$ cat config.mk
export PLATFORM = sky130hd
export DESIGN_NAME = interlaced_field_pacing_queue
export DESIGN_NICKNAME = d
export VERILOG_FILES = /design/src/rtl/ifpq_pkg.sv /design/src/rtl/ifpq_ram.sv /design/src/rtl/interlaced_field_pacing_queue.sv
export SDC_FILE = /design/constraint.sdc
export NUM_CORES = 1
export LEC_CHECK = 0
export ABC_CLOCK_PERIOD_IN_PS = 4400
export BUFFER_PORTS_ARGS = -buffer_cell sky130_fd_sc_hd__buf_4
export CAP_MARGIN = 20
export CORE_MARGIN = 1.5
export CORE_UTILIZATION = 50
export CTS_CLUSTER_DIAMETER = 120
export DETAILED_ROUTE_END_ITERATION = 16
export PLACE_DENSITY = 0.66
export SYNTH_ARGS = -nofsm -noshare
export SYNTH_HDL_FRONTEND = slang
export SYNTH_SLANG_ARGS = --single-unit
$ cat constraint.sdc
create_clock -name clk -period 4.4 [get_ports clk]
set_clock_uncertainty 0.15 [all_clocks]
set_input_delay 0 -clock clk [delete_from_list [all_inputs] [get_ports clk]]
set_output_delay 0 -clock clk [all_outputs]
set_load 0.005 [all_outputs]
$ cat src/rtl/ifpq_pkg.sv
// ----------------------------------------------------------------------------
// ifpq_pkg
// Types and constants used by the field pacing queue.
// ----------------------------------------------------------------------------
package ifpq_pkg;

	localparam int ADDR_W  = 32;
	localparam int ENTRY_W = ADDR_W + 2;

	// One stored field: reset flag on top, then parity, then payload
	typedef struct packed {
		logic              count_reset;
		logic              parity;
		logic [ADDR_W-1:0] addr;
	} field_t;

	typedef enum logic [2:0] {
		ST_ACCEPT = 3'd0,
		ST_DROP   = 3'd1,
		ST_BROKEN = 3'd2,
		ST_NEW    = 3'd3,
		ST_DUP    = 3'd4,
		ST_SKIP   = 3'd5
	} status_t;

	typedef enum logic [2:0] {
		S_IDLE,
		S_WR1,
		S_WR2,
		S_EVAL,
		S_EVAL2,
		S_FIN
	} state_t;

	localparam logic signed [4:0] RATE_MAX = 5'sd10;
	localparam logic signed [4:0] RATE_MIN = -5'sd10;
	localparam logic signed [4:0] RATE_HI  = 5'sd3;
	localparam logic signed [4:0] RATE_LO  = -5'sd3;

	localparam logic [2:0] STARTUP_NEW = 3'd4;
	localparam logic [2:0] STARTUP_MAX = 3'd6;

endpackage

$ cat src/rtl/ifpq_ram.sv
// ----------------------------------------------------------------------------
// ifpq_ram
// Simple dual-port RAM: one write port, one read port with registered data.
// ----------------------------------------------------------------------------
module ifpq_ram #(
	parameter int WIDTH = 34,
	parameter int DEPTH = 8
) (
	input  logic                     clk,
	input  logic                     we,
	input  logic [$clog2(DEPTH)-1:0] waddr,
	input  logic [WIDTH-1:0]         wdata,
	input  logic [$clog2(DEPTH)-1:0] raddr,
	output logic [WIDTH-1:0]         rdata
);

	logic [WIDTH-1:0] mem [DEPTH];

	always_ff @(posedge clk) begin
		if (we) begin
			mem[waddr] <= wdata;
		end
		rdata <= mem[raddr];
	end

endmodule

$ cat src/rtl/interlaced_field_pacing_queue.sv
// ----------------------------------------------------------------------------
// interlaced_field_pacing_queue
// Field queue and display pacer for a deinterlacer: frame pushes fill a ring
// of field entries, display ticks choose new, duplicate or skip fields.
// ----------------------------------------------------------------------------
// Sequence: an accepted push writes two entries (S_WR1, S_WR2), a tick reads
//   the head (S_EVAL) and pops a second entry (S_EVAL2) when needed, a drop or
//   empty tick goes straight to S_FIN; S_FIN loads the result register.
// Handshake: one request at a time; S_FIN waits while a previous result stalls.
// Reset: pointers, started flag, current field, rate and startup counters
//   clear at once; field RAM contents are undefined and never read unwritten.
// ----------------------------------------------------------------------------
module interlaced_field_pacing_queue #(
	parameter int QUEUE_DEPTH = 8
) (
	input  logic               clk,
	input  logic               arst_n,
	input  logic               in_valid,
	output logic               in_stall,
	input  logic               mode,
	input  logic [31:0]        frame_addr,
	input  logic               odd_first,
	input  logic               count_reset,
	output logic               out_valid,
	input  logic               out_stall,
	output logic [2:0]         status,
	output logic [31:0]        field_addr,
	output logic               field_parity,
	output logic               field_count_reset,
	output logic               format_set,
	output logic               format_value,
	output logic signed [4:0]  rate_level
);
	import ifpq_pkg::*;

	localparam int SW   = $clog2(QUEUE_DEPTH);
	localparam int PW   = $clog2(2 * QUEUE_DEPTH);
	localparam int SPAN = 2 * QUEUE_DEPTH;

	state_t state_q, state_nxt;

	logic [PW-1:0]      wp_q, rp_q;
	logic               started_q;
	field_t             cur_q;
	logic signed [4:0]  rate_q;
	logic [2:0]         startup_q;

	// latched request
	logic [ADDR_W-1:0]  addr_q;
	logic               par_q;
	logic               rst_q;
	logic               tick_q;

	// result under construction
	field_t             f_q;
	status_t            status_q;

	logic               out_valid_q;

	logic               ram_we;
	logic [SW-1:0]      ram_waddr, ram_raddr;
	field_t             ram_wdata;
	logic [ENTRY_W-1:0] ram_rdata;
	field_t             nxt_field;

	logic [PW-1:0]      fill, wp_next, rp_next;
	logic               q_full, q_empty;
	logic               out_free;

	status_t            fin_status;
	logic signed [4:0]  fin_rate;
	logic               fin_fset, fin_fval;
	field_t             fin_field;

	function automatic logic [PW-1:0] ptr_inc(input logic [PW-1:0] p);
		ptr_inc = (p == PW'(SPAN - 1)) ? '0 : p + PW'(1);
	endfunction

	function automatic logic [SW-1:0] slot_of(input logic [PW-1:0] p);
		logic [PW-1:0] s;
		s = (p >= PW'(QUEUE_DEPTH)) ? p - PW'(QUEUE_DEPTH) : p;
		slot_of = s[SW-1:0];
	endfunction

	assign wp_next  = ptr_inc(wp_q);
	assign rp_next  = ptr_inc(rp_q);
	assign fill     = (wp_q >= rp_q) ? wp_q - rp_q : wp_q + PW'(SPAN) - rp_q;
	assign q_full   = ({1'b0, fill} + (PW+1)'(2)) > (PW+1)'(QUEUE_DEPTH);
	assign q_empty  = (fill == '0);
	assign out_free = !out_valid_q || !out_stall;
	assign nxt_field = field_t'(ram_rdata);

	ifpq_ram #(
		.WIDTH (ENTRY_W),
		.DEPTH (QUEUE_DEPTH)
	) u_ram (
		.clk   (clk),
		.we    (ram_we),
		.waddr (ram_waddr),
		.wdata (ram_wdata),
		.raddr (ram_raddr),
		.rdata (ram_rdata)
	);

	// next state
	always_comb begin
		state_nxt = state_q;
		unique case (state_q)
			S_IDLE: begin
				if (in_valid) begin
					if (!mode) begin
						state_nxt = q_full ? S_FIN : S_WR1;
					end else begin
						state_nxt = q_empty ? S_FIN : S_EVAL;
					end
				end
			end
			S_WR1: state_nxt = S_WR2;
			S_WR2: state_nxt = S_FIN;
			S_EVAL: begin
				if (started_q && (cur_q.parity != nxt_field.parity) && cur_q.parity
						&& (fill >= PW'(3))) begin
					state_nxt = S_EVAL2;
				end else begin
					state_nxt = S_FIN;
				end
			end
			S_EVAL2: state_nxt = S_FIN;
			S_FIN: begin
				if (out_free) begin
					state_nxt = S_IDLE;
				end
			end
			default: state_nxt = S_IDLE;
		endcase
	end

	// FSM outputs: handshake and RAM ports
	always_comb begin
		in_stall  = 1'b1;
		ram_we    = 1'b0;
		ram_waddr = slot_of(wp_q);
		ram_wdata = '{count_reset: rst_q, parity: par_q, addr: addr_q};
		ram_raddr = slot_of(rp_q);
		unique case (state_q)
			S_IDLE: in_stall = 1'b0;
			S_WR1:  ram_we = 1'b1;
			S_WR2: begin
				ram_we           = 1'b1;
				ram_wdata.parity = ~par_q;
			end
			S_EVAL: ram_raddr = slot_of(rp_next);
			S_EVAL2, S_FIN: begin
			end
			default: in_stall = 1'b1;
		endcase
	end

	// tick finish: startup override, rate counter, format select
	always_comb begin
		fin_status = (startup_q < STARTUP_NEW) ? ST_NEW : status_q;
		fin_rate   = rate_q;
		if (fin_status == ST_SKIP && rate_q < RATE_MAX) begin
			fin_rate = rate_q + 5'sd1;
		end else if (fin_status == ST_DUP && rate_q > RATE_MIN) begin
			fin_rate = rate_q - 5'sd1;
		end
		fin_fset = (fin_rate <= RATE_LO) || (fin_rate >= RATE_HI);
		fin_fval = (fin_rate >= RATE_HI);
		fin_field = f_q;
		if (startup_q < STARTUP_NEW) begin
			fin_field.parity = startup_q[0];
		end
	end

	always_ff @(posedge clk or negedge arst_n) begin
		if (!arst_n) begin
			state_q     <= S_IDLE;
			wp_q        <= '0;
			rp_q        <= '0;
			started_q   <= 1'b0;
			cur_q       <= '0;
			rate_q      <= '0;
			startup_q   <= '0;
			out_valid_q <= 1'b0;
		end else begin
			state_q <= state_nxt;
			if (state_q == S_FIN && out_free) begin
				out_valid_q <= 1'b1;
			end else if (out_valid_q && !out_stall) begin
				out_valid_q <= 1'b0;
			end
			unique case (state_q)
				S_WR1, S_WR2: wp_q <= wp_next;
				S_EVAL: begin
					rp_q      <= rp_next;
					started_q <= 1'b1;
				end
				// rp_q already points past the dropped entry
				S_EVAL2: rp_q <= rp_next;
				S_FIN: begin
					if (out_free) begin
						if (tick_q) begin
							rate_q <= fin_rate;
							cur_q  <= fin_field;
							if (startup_q < STARTUP_MAX) begin
								startup_q <= startup_q + 3'd1;
							end
						end
					end
				end
				S_IDLE: begin
				end
				default: begin
				end
			endcase
		end
	end

	// datapath registers, no reset
	always_ff @(posedge clk) begin
		unique case (state_q)
			S_IDLE: begin
				addr_q <= frame_addr;
				par_q  <= odd_first;
				rst_q  <= count_reset;
				tick_q <= in_valid && mode && (started_q || !q_empty);
				if (in_valid && mode && q_empty && started_q) begin
					f_q <= cur_q;
				end else begin
					f_q <= '0;
				end
				if (in_valid) begin
					if (!mode) begin
						status_q <= q_full ? ST_DROP : ST_ACCEPT;
					end else if (q_empty && !started_q) begin
						status_q <= ST_BROKEN;
					end else if (q_empty) begin
						status_q <= ST_DUP;
					end
				end
			end
			S_EVAL: begin
				// rp_q has not advanced yet, so the first pop is the head entry
				f_q <= nxt_field;
				if (!started_q) begin
					status_q <= ST_NEW;
				end else if ((cur_q.parity != nxt_field.parity)
						&& !(cur_q.parity && (fill >= PW'(3)))) begin
					status_q <= ST_NEW;
				end else begin
					status_q <= ST_SKIP;
				end
			end
			S_EVAL2: f_q <= nxt_field;
			S_FIN: begin
				if (out_free) begin
					if (tick_q) begin
						status            <= fin_status;
						field_addr        <= fin_field.addr;
						field_parity      <= fin_field.parity;
						field_count_reset <= fin_field.count_reset;
						format_set        <= fin_fset;
						format_value      <= fin_fval;
						rate_level        <= fin_rate;
					end else begin
						status            <= status_q;
						field_addr        <= '0;
						field_parity      <= 1'b0;
						field_count_reset <= 1'b0;
						format_set        <= 1'b0;
						format_value      <= 1'b0;
						rate_level        <= rate_q;
					end
				end
			end
			S_WR1, S_WR2: begin
			end
			default: begin
			end
		endcase
	end

	assign out_valid = out_valid_q;

endmodule
==> impl_results.md, run 1 <==
- 1st-pass router iterations: 5
- Antenna violations before repair: 0
- Slew headroom: 0.2736
- Clock Latency Late Sink: 570 ps
- Max H-tree Level: 2
- Hold Path Class: in -> reg
- CP Max Fanout: 24
- Slew @ Worst Pin: roughly 1100 ps
- Final worst-path cycle share: 0.7027
- DR vias/cell: 5.434
- Area leader, netlist: edfxtp_1
- Data required time of the worst path: 4690 ps
- Largest net degree at the start of global routing: 73
- Fillers: ~2.8k
- Ys flop type: edfxtp_1
- Cell Rows: 70
- Mapped Avg Cell Area: approximately 14 sq um
- CTS buffer count: 50
- VDD IR max: 0.3628 mV
- Final Max Slew Viols: 0
- Synth Instances: around 1.3k
- Final setup fails: 0
- Clock transition at path regs: 60 ps
- Diode count: 0
- Ranking of synthesized cells by area: edfxtp_1 (63%), dfrtp_1 (7.5%), nand2_1 (7.0%)
- Buffers on Ports: 84
- Pre-CTS WS: about 1300 ps
- Top cell type's share of synthesized area: 0.6333
- DRC errors left: 0
- Core footprint: approximately 36000 sq um
- Total of max-cap violations: 0
- Register bit total from synthesis: 477
- Setup CP Type: reg -> reg
- Clock sinks: 477
- Die extent in x: slightly below 200 microns
- Count of final hold-check violations: 0
- DRT iter0 DRCs: 735
- XOR/XNOR Fraction of Synth Area: 0.009726
- Number of synthesized flops with an enable pin: 388
- Total Neg Setup Slack: 0 ps
- Sequential share of the synthesized area: 0.7452
- Element type at the critical path end: flop
- # nets final: 1508
- Unrepaired setup endpoints after global routing: no
- Routed len/inst: 19.11 microns
- Cell Count, Final, Fillers Out: 1967
- DIE HEIGHT: 194.8 microns
- Leakage: approximately 8.2 nW
- Via count: approximately 11k
- GRT Total Usage: 0.2021
- Final wirelength: approximately 38000 microns
- Antenna viol nets, final: 0
- Fin util: 0.6013
- Ys async rst share: 0.1153
- Pwr/cell area: 741.8 nW/um^2
- First-pass GRT wire length: 59510 microns
- Area Growth Syn to Fin: 19.10%
- Vias in the first global route: 10.52k
- Post-Synth Simple-Gate Area: 0.1345
- Post-synthesis mux area share: 0.02088
- Clk root buf: clkbuf_16
- Yosys warns: 0
- Crit path DAT: approximately 3400 ps
- Initial Utilization: 0.5049
- Status: finished, final reports clean
- CTS tree: built
- Grt total ovfl: 0
- Buffer levels on the longest clock path: 3
- Placer Congestion: 0.8928
- CP startpoint kind: flop
- Final Worst Setup Slack: ~1300 ps
- Min Clock Period, post-route: 3092 ps
- Post-DP HPWL: 20710 microns
- Count of cell types in the netlist: between 60 and 70
- Largest family of logic cells by synthesized area: simple AND/OR/NAND/NOR gates
- Area fraction in compound gates after synthesis: 0.05570
- Post-Syn Area: 18400 sq um
- Fraction of the mapped netlist area in adder cells: 0.007209
- I/O pin cnt: 85
- Share of post-route cells with drive strength above 1: 0.1414
- Dpl cells: 1804
- Syn Nets: 1347
- Post-CTS resize count: 0
- Die area: 37950 sq um
- F_max: 323.4 MHz
[area by class of cell]
type                    instances  area [sq um]  area share
flip-flops and latches        477         13710      0.6257
well taps                     468         585.6     0.02673
inverters                      14         52.55    0.002398
clock buffers                  73          1399     0.06385
repair buffers                179          1577     0.07195
multi-input cells             737          4278      0.1952
clock inverters                19         310.3     0.01416
[stage by stage]
step / total power [W] / area (sq um) / hold slack, ps
after global placement: 0.01180 / 19470 / -27.09
final: 0.01625 / 21910 / 24.76
after detailed placement: 0.01194 / 19470 / -20.31
after CTS: 0.01636 / 21910 / 2.927
after floorplan: 0.01044 / 18400 / -445.6
after global routing: 0.01713 / 21910 / 13.58
[Yosys cell counts, types with 4 or more instances]
| cell type | count |
|---|---|
| and2_1 | 36 |
| nor2_1 | 17 |
| and3_1 | 35 |
| mux2i_1 | 35 |
| a31oi_1 | 5 |
| xor2_1 | 4 |
| a21oi_1 | 10 |
| a22o_1 | 34 |
| dfxtp_1 | 34 |
| buf_2 | 27 |
| xnor2_1 | 12 |
| clkbuf_1 | 23 |
| buf_6 | 18 |
| nand2_1 | 344 |
| nor2b_1 | 4 |
| o21a_1 | 4 |
| o21ai_0 | 14 |
| a32oi_1 | 34 |
| nand2b_1 | 7 |
| inv_1 | 14 |
| dfrtp_1 | 55 |
| nand3_1 | 77 |
| nor3_1 | 6 |
| edfxtp_1 | 388 |
| ha_1 | 9 |
[routing by layer]
metal / vias to the layer above / wire [microns] / track usage / share of wire
met5: - / 0 / 0 / 0
met1: 5297 / 17260 / 0.2861 / 0.46
met2: 300 / 17620 / 0.3264 / 0.47
met3: 55 / 2027 / 0.03297 / 0.054
met4: 0 / 682 / 0.05627 / 0.018
li1: 5037 / - / - / -
[worst max-delay path: stages (launching register included)]
cell and delay (ps):
dfrtp_1 400, inv_1 90, ha_1 170, inv_1 50, fa_1 370, xnor2_1 380
o2111ai_2 310, nor3_4 490, buf_4 360, a22o_1 180
[registers in the layout, summed over array words and instances (netlist names), 3 cells and up]
| signal | cells |
|---|---|
| addr_q | 32 |
| cur_q | 34 |
| f_q | 34 |
| field_addr | 32 |
| rate_level | 5 |
| rate_q | 5 |
| rp_q | 4 |
| startup_q | 3 |
| state_q | 3 |
| status | 3 |
| status_q | 3 |
| u_ram.mem | 272 |
| u_ram.rdata | 34 |
| wp_q | 4 |
[what timing repair did]
item / in CTS / in global routing
hold endpoints to repair: 120 / 0
buffers inserted: 0 / 0
hold buffers: 71 / 0
endpoints found under the setup margin: 0 / 0
[where the power goes]
| group | leakage [nW] | internal, W | total, W | switching, W |
|---|---|---|---|---|
| clock network | 0.826 | 0.00267 | 0.00435 | 0.00168 |
| logic | 2.78 | 0.00172 | 0.00453 | 0.00281 |
| registers | 4.56 | 0.00658 | 0.00737 | 0.000794 |
| total | 8.17 | 0.0110 | 0.0163 | 0.00529 |
[kinds of logic (layout without fill, tap and decap cells)]
kind of cell / count (synthesis) / after routing
adders and majority gates: 10 / 10
muxes: 38 / 38
DFF: 477 / 477
buffers and inverters: 84 / 285
and+or+nand+nor: 546 / 546
AOI/OAI and AO/OA: 125 / 125
xor gates and xnor gates: 18 / 18
[placed cells by master, fill, tap and decap left out, types with 5 or more instances in the layout]
cell,netlist,routed
a32oi_1,34,34
a21oi_1,10,9
and3_1,35,35
clkbuf_16,0,51
dfxtp_1,34,34
clkbuf_1,23,18
a22o_1,34,34
nand2b_1,7,7
nand2_1,344,343
dlygate4sd3_1,0,70
bufinv_16,0,8
nor2_1,17,11
xnor2_1,12,12
o21ai_0,14,14
buf_4,0,105
clkinv_1,0,7
inv_1,14,13
a31oi_1,5,5
and2_1,36,35
edfxtp_1,388,388
nand3_1,77,77
ha_1,9,9
mux2i_1,35,35
dfrtp_1,55,55
nor2_4,1,7
[final timing paths]
| check | cells past startpoint | start | slack (ps) | endpoint |
|---|---|---|---|---|
| worst max-delay path | 9 | wp_q[0]$_DFFE_PN0P_ | 1310 | f_q[17]$_DFFE_PP_ |
| worst min-delay path | 2 | odd_first | 20 | par_q$_DFFE_PP_ |
| worst max register to register | 9 | wp_q[0]$_DFFE_PN0P_ | 1310 | f_q[17]$_DFFE_PP_ |
| worst min register to register | 2 | f_q[28]$_DFFE_PP_ | 310 | cur_q[28]$_DFFE_PN0P_ |
| max in group asynchronous | 4 | arst_n | 3480 | cur_q[16]$_DFFE_PN0P_ |
| min in group asynchronous | 4 | arst_n | 360 | cur_q[6]$_DFFE_PN0P_ |
No activity file was read; power rests on OpenSTA's default activity.
==> run 2: changes to the inputs <==
ABC_AREA = 1   (was default)
ABC_CLOCK_PERIOD_IN_PS = 3220   (was 4400)
PLACE_DENSITY = 0.63   (was 0.66)
clock period = 3.22 ns   (was 4.4 ns; I/O delays follow)
==> run 2 against run 1 <==
Effect of this change:
- core utilization is 1.3 points higher
- die area is 2.5% higher
- sequential share of layout area is 2.0 points lower
- sequential power is 35% higher
- synthesized cell count is 28% higher
- hold slack better by 16 ps
- final cell count is 20% higher
- routed wire length hardly changed
- synthesized area is 2.5% higher
- first-iteration DRC count is 4.1% lower
- via count is 10% higher
- combinational power is 49% higher
- largest cell class unchanged
- largest power group unchanged
==> impl_results.md, run 2 <==
- DIE HEIGHT: 197.2 microns (+1.2%)
- Sequential share of the synthesized area: 0.7270 (-0.01819)
- Count of final hold-check violations: 0 (unchanged)
- Max H-tree Level: 2 (unchanged)
- Syn Nets: 1712 (+27%)
- Pwr Total: 0.02249 W (+38%)
- Area leader, netlist: edfxtp_1
- Flop2flop setup slack: 430 ps (-880 ps)
- Clk root buf: clkbuf_16
- Setup CP Type: reg -> reg
- Ys flop type: edfxtp_1
- Post-Syn Area: 18860 sq um (+2.5%)
- Synth Instances: 1663 (+28%)
- Ranking of synthesized cells by area: edfxtp_1 (62%), nand2_1 (11%), dfrtp_1 (7.3%)
- Yosys warns: 0 (unchanged)
- Data required time of the worst path: 3400 ps (-1290 ps)
- DR vias/cell: 4.977 (-8.4%)
- Top cell type's share of synthesized area: 0.6179 (-0.01546)
- Cell Rows: 70 (unchanged)
- Die area: 38890 sq um (+2.5%)
- Leakage: 9.176 nW (+12%)
- Worst R2R Path Depth: 11 (+2)
- Buffer levels on the longest clock path: 3 (unchanged)
- Buffers on Ports: 84 (unchanged)
- Post-CTS resize count: 0 (unchanged)
- Final wirelength: 37600 microns (about the same)
- Post-CTS Setup Repair Bufs: 0 (unchanged)
- Clock sinks: 477 (unchanged)
- Area of the multi-input gates: 4333 sq um (+1.3%)
- Ys async rst share: 0.1153 (unchanged)
- Min Clock Period, post-route: 2791 ps (-300.7 ps)
- CP Max Fanout: 5 (-79%)
- Diode count: 0 (unchanged)
- CP startpoint kind: flop
- Fillers: 2940 (+6.6%)
- Worst setup path startpoint: wp_q[0]$_DFFE_PN0P_
- Commonest cells in the synthesized netlist: nand2_1 (558), edfxtp_1 (388), inv_1 (141), o21ai_0 (121), nor2_1 (101)
- Vias in the first global route: 11.49k (+9.3%)
- R2r startpoint: wp_q[0]$_DFFE_PN0P_
- Hold slack final: 40.57 ps (+15.81 ps)
- Count of cell types in the netlist: 32 (-49%)
- Total Neg Setup Slack: 0 ps (unchanged)
- Clock Latency Late Sink: 570 ps (about the same)
- Hold Path Class: in -> reg
- Unrepaired setup endpoints after global routing: no
- Number of synthesized flops with an enable pin: 388 (unchanged)
- Final setup fails: 0 (unchanged)
- DP Area: 20240 sq um (+3.9%)
- Status: finished, final reports clean
- F_max: 358.3 MHz (+11%)
- Antenna viol nets, final: 0 (unchanged)
- Pwr/cell area: 993.6 nW/um^2 (+34%)
- I/O pin cnt: 85 (unchanged)
- Commonest non-fill, non-tap cell in the layout: nand2_1
- Via count: 11.79k (+10%)
- DRC errors left: 0 (unchanged)
- Mapped Avg Cell Area: 11.34 sq um (-20%)
- GRT Total Usage: 0.2024 (+0.0003576)
- Clock transition at path regs: 60 ps (about the same)
- Area Growth Syn to Fin: 20.05%
- VDD IR max: 0.8010 mV (+120%)
- Worst reg2reg path endpoint: tick_q$_DFFE_PP_
- Placer Congestion: 0.7896 (-12%)
- Core footprint: 36870 sq um (+1.2%)
- Initial Utilization: 0.5114 (+0.006491)
- CTS tree: built
- Most frequent cell after synthesis: nand2_1
- Slew @ Worst Pin: 809.3 ps (-273.9 ps)
- Fin util: 0.6139 (+0.01257)
- Register area: 13710 sq um (unchanged)
- Slew headroom: 0.4605 (+0.1869)
- Commonest non-fill, non-tap cells in the layout: nand2_1 (558), edfxtp_1 (388), inv_1 (141), o21ai_0 (121), buf_4 (103)
- Grt total ovfl: 0 (unchanged)
- Largest Register: u_ram.mem
- Register bit total from synthesis: 477 (unchanged)
- Max reg flops: 272 (unchanged)
- Antenna violations before repair: 0 (unchanged)
- Final Max Slew Viols: 0 (unchanged)
- DRT iter0 DRCs: 705 (-4.1%)
- Element type at the critical path end: flop
- Hold Path Stages: 2 (unchanged)
- Share of post-route cells with drive strength above 1: 0.1105 (-0.03097)
- Post-route cell area: 22640 sq um (+3.3%)
- # nets final: 1874 (+24%)
- Routed len/inst: 15.87 microns (-17%)
- Crit path DAT: 2970 ps (-420 ps)
- 1st-pass router iterations: 7 (+2)
- Total of max-cap violations: 0 (unchanged)
- Largest net degree at the start of global routing: 171 (+130%)
- Post-DP HPWL: 20890 microns (+0.86%)
- Die extent in x: 197.2 microns (+1.2%)
- First-pass GRT wire length: 61270 microns (+3.0%)
- Final worst-path cycle share: 0.8668 (+0.1641)
- CTS buffer count: 49 (-2.0%)
- Critical Path Sink: tick_q$_DFFE_PP_
## run 2: cell types whose count changed after synthesis, sizes merged, moves of 10 or more
| cell | delta |
|---|---|
| a21oi | +30 |
| a22o | -35 |
| a32oi | -34 |
| and2 | -36 |
| and3 | -36 |
| clkbuf | +16 |
| inv | +133 |
| mux2i | -34 |
| nand2 | +214 |
| nand2b | -10 |
| nand3 | -50 |
| nor2 | +84 |
| o211ai | +34 |
| o21ai | +150 |
## run 2: what timing repair did
| item | 4_1_cts | 5_1_grt |
|---|---|---|
| hold endpoints to repair | 128 | 0 |
| hold buffers | 73 | 0 |
| setup endpoints to repair | 0 | 0 |
## run 2: power by group
group / leakage (nW) / internal, W / switching, W
combinational: 3.82 / 0.00220 / 0.00457
sequential: 4.55 / 0.00896 / 0.000980
clock: 0.808 / 0.00353 / 0.00225
total: 9.18 / 0.0147 / 0.00780
## run 2: per-stage QoR
step	cells	worst slack [ps]
final	2369	429.0
after global routing	2369	226.9
after CTS	2369	462.5
after detailed placement	2205	654.7
after global placement	2205	687.3
after floorplan	1663	59.39
## run 2: layout make-up
cell class / count / area share
Tap cell: 504 / 0.02786
Timing Repair Buffer: 188 / 0.07782
Inverter: 147 / 0.02438
Clock buffer: 66 / 0.05876
Clock inverter: 25 / 0.01421
Multi-Input combinational cell: 962 / 0.1914
Sequential cell: 477 / 0.6056
## run 2: kinds of logic after synthesis
| family | Yosys count | share of synthesized area |
|---|---|---|
| muxes | 1 | 0.0005308 |
| xor gates and xnor gates | 12 | 0.005574 |
| DFF | 477 | 0.7270 |
| AOI/OAI and AO/OA | 245 | 0.07126 |
| buffers and inverters | 224 | 0.04738 |
| adders and majority gates | 10 | 0.007034 |
| and+or+nand+nor | 694 | 0.1413 |
## run 2: per-layer routing
metal  global-route usage  vias up  routed length, microns
met5                    0        -                       0
met4              0.05259        0                     701
met3              0.03551       44                    1848
met2               0.3318      267                   17590
met1               0.2813     5593                   17460
li1                     -     5886                       -
## run 2: worst min path at each step
| stage | start | endpoint | slack, ps |
|---|---|---|---|
| finish | frame_addr[1] | addr_q[1]$_DFFE_PP_ | 40 |
| global route | frame_addr[1] | addr_q[1]$_DFFE_PP_ | 20 |
| CTS | frame_addr[1] | addr_q[1]$_DFFE_PP_ | 20 |
| detailed placement | arst_n | rate_q[0]$_DFFE_PN0P_ | -20 |
| global placement | arst_n | rate_q[0]$_DFFE_PN0P_ | -10 |
| floorplan | arst_n | cur_q[0]$_DFFE_PN0P_ | -450 |
## run 2: worst max-delay path: stages, from the launching register on
cell and delay, ps:
dfrtp_1 390, inv_1 120, ha_1 150, inv_1 60
fa_1 370, xnor2_1 240, nand3_1 230, nor2_1 140
nor2_1 60, nand2_1 60, dlygate4sd3_1 550, inv_1 40
==> run 3: changes to the inputs <==
ABC_AREA = default   (was 1)
CORE_UTILIZATION = 55   (was 50)
PLACE_DENSITY = 0.69   (was 0.63)
==> run 3 against run 2 <==
Effect of this change:
- register-to-register slack worse by 120 ps
- die area down 11%
- fmax down 4.0%
- routed wire length down 2.4%
- sequential share of layout area up 2.1 points
- critical path depth down 1
- combinational power down 5.3%
- flip-flop and latch count unchanged
- critical endpoint is now status_q[0]$_SDFFCE_PP1P_
- largest cell class unchanged
==> impl_results.md, run 3 (synthesis gave the netlist of run 1 again) <==
- Status: finished, final reports clean
- Total of max-cap violations: 0 (unchanged)
- Final Worst Setup Slack: 312.1 ps (-116.9 ps)
- DRC errors left: 0 (unchanged)
- Post-CTS Hold Buffers: 63 (-14%)
- Grt total ovfl: 0 (unchanged)
- Routed len/inst: 19.00 microns (+20%)
- Post-CTS Setup Repair Bufs: 0 (unchanged)
- DR vias/cell: 5.547 (+11%)
- Pre-CTS WS: 336.6 ps (-318.0 ps)
- Clock transition at path regs: 60 ps (about the same)
- Comb pwr share: 0.290 (-0.011)
- Post-CTS resize count: 0 (unchanged)
- Antenna viol nets, final: 0 (unchanged)
- Final setup fails: 0 (unchanged)
- Max reg flops: 272 (unchanged)
- Commonest non-fill, non-tap cell in the layout: edfxtp_1
- Via count: 10.71k (-9.1%)
- Hold Path Class: in -> reg
- Pwr Total: 0.02213 W (-1.6%)
- Post-DP HPWL: 19540 microns (-6.4%)
- I/O pin cnt: 85 (unchanged)
- Core footprint: 32700 sq um (-11%)
- F_max: 343.9 MHz (-4.0%)
- Leakage: 8.149 nW (-11%)
- Commonest non-fill, non-tap cells in the layout: edfxtp_1 (388), nand2_1 (343), buf_4 (93), nand3_1 (77), dlygate4sd3_1 (62)
- Sw frac: 0.3269 (-0.01967)
- Share of post-route cells with drive strength above 1: 0.1471 (+0.03662)
- Vias in the first global route: 10.41k (-9.4%)
- Min Clock Period, post-route: 2908 ps (+116.9 ps)
- Largest Register: u_ram.mem
- Final worst-path cycle share: 0.9031 (+0.03631)
- Clock network power share: 0.256 (about the same)
- Pint: 0.01490 W (+1.3%)
- Final Max Slew Viols: 0 (unchanged)
- Buffers on Ports: 84 (unchanged)
- Final wirelength: 36690 microns (-2.4%)
- Flop2flop setup slack: 310 ps (-120 ps)
- Register area: 13710 sq um (unchanged)
- Hold Path Stages: 2 (unchanged)
- CTS buffer count: 48 (-2.0%)
- Worst hold endpoint: addr_q[29]$_DFFE_PP_
- # nets final: 1499 (-20%)
- Crit path DAT: 3030 ps (+60 ps)
- Antenna violations before repair: 0 (unchanged)
- First-pass GRT wire length: 57400 microns (-6.3%)
- Worst R2R Path Depth: 10 (-1)
- Buffer levels on the longest clock path: 3 (unchanged)
- Hold slack final: 8.310 ps (-32.26 ps)
- Unrepaired setup endpoints after global routing: no
- Max H-tree Level: 2 (unchanged)
- Area Growth Syn to Fin: 19.00%
- Total Neg Setup Slack: 0 ps (unchanged)
- Count of final hold-check violations: 0 (unchanged)
- Slew headroom: 0.4716 (+0.01112)
- Power share of the sequential group: 0.455 (+0.013)
- Slew @ Worst Pin: 792.6 ps (-16.68 ps)
- Setup CP Type: reg -> reg
- Worst reg2reg path endpoint: status_q[0]$_SDFFCE_PP1P_
- CP Max Fanout: 5 (unchanged)
- DIE HEIGHT: 185.9 microns (-5.7%)
- Die area: 34550 sq um (-11%)
- GRT Total Usage: 0.2203 (+0.01783)
- Clock sinks: 477 (unchanged)
- Element type at the critical path end: flop
- CP startpoint kind: flop
- Largest net degree at the start of global routing: 103 (-40%)
- Hold wc startpoint: frame_addr[29]
- Clock Latency Late Sink: 560 ps (about the same)
- Placer Congestion: 0.9140 (+16%)
- Clk root buf: clkbuf_16
- Fillers: 2322 (-21%)
- Initial Utilization: 0.5626 (+0.05116)
- Die extent in x: 185.9 microns (-5.7%)
- R2r startpoint: wp_q[0]$_DFFE_PN0P_
- VDD IR max: 0.5922 mV (-26%)
- DRT iter0 DRCs: 859 (+22%)
- Area of the multi-input gates: 4285 sq um (-1.1%)
- 1st-pass router iterations: 5 (-2)
- Cell Rows: 66 (-5.7%)
- Data required time of the worst path: 3350 ps (-50 ps)
- Fin util: 0.6694 (+0.05551)
- CTS tree: built
- Pwr/cell area: 1011 nW/um^2 (+1.7%)
- Diode count: 0 (unchanged)
- Psw: 0.007235 W (-7.2%)
run 3: cell types whose count changed in the layout (fill, tap and decap cells not counted), sizes merged, moves of 50 or more:
cell   before  now
nand3      27   77
nor2      102   18
inv       149   15
nand2     559  345
o21ai     164   14
run 3: worst max-delay path: stages (launching register included):
cell,delay (ps)
dfrtp_1,400
inv_1,100
ha_1,170
inv_1,50
fa_1,380
xnor2_1,400
inv_1,120
ha_1,220
xnor3_1,390
a2bb2oi_1,150
o21ai_0,100
run 3: how the worst max path moves through the flow:
stage | cells after the start | to | startpoint | slack, ps
after global placement | 10 | status_q[0]$_SDFFCE_PP1P_ | wp_q[0]$_DFFE_PN0P_ | 480
after floorplan | 7 | wp_q[3]$_DFFE_PN0P_ | state_q[0]$_DFFE_PN0P_ | 30
after global routing | 10 | status_q[0]$_SDFFCE_PP1P_ | wp_q[0]$_DFFE_PN0P_ | 180
after CTS | 10 | status_q[0]$_SDFFCE_PP1P_ | wp_q[0]$_DFFE_PN0P_ | 340
after detailed placement | 10 | status_q[0]$_SDFFCE_PP1P_ | wp_q[0]$_DFFE_PN0P_ | 340
final | 10 | status_q[0]$_SDFFCE_PP1P_ | wp_q[0]$_DFFE_PN0P_ | 310
run 3: layer usage:
metal	share of wire	track usage	vias up
met5	0	0	-
met4	0.020	0.06452	0
met3	0.054	0.03248	66
met2	0.47	0.3572	342
met1	0.45	0.3119	5291
li1	-	-	5013
run 3: cell type report:
type / count / share of cell area
Sequential cell: 477 / 0.6262
Multi-Input combinational cell: 737 / 0.1958
Timing Repair Buffer: 172 / 0.07613
Clock buffer: 67 / 0.06133
Tap cell: 442 / 0.02526
Clock inverter: 22 / 0.01292
Inverter: 14 / 0.002401
run 3: power by group through the flow:
stage               combinational (W)  sequential, W  clock (W)
floorplan                     0.00459        0.00968          0
global placement              0.00618         0.0101          0
detailed placement            0.00636         0.0102          0
CTS                           0.00646         0.0100    0.00575
global route                  0.00706         0.0102    0.00598
finish                        0.00641         0.0101    0.00566
run 3: per-stage QoR:
stage,area [sq um],cells
2_1_floorplan,18410,1298
3_3_place_gp,19620,1779
3_5_place_dp,19620,1779
4_1_cts,21890,1931
5_1_grt,21890,1931
6_report,21890,1931
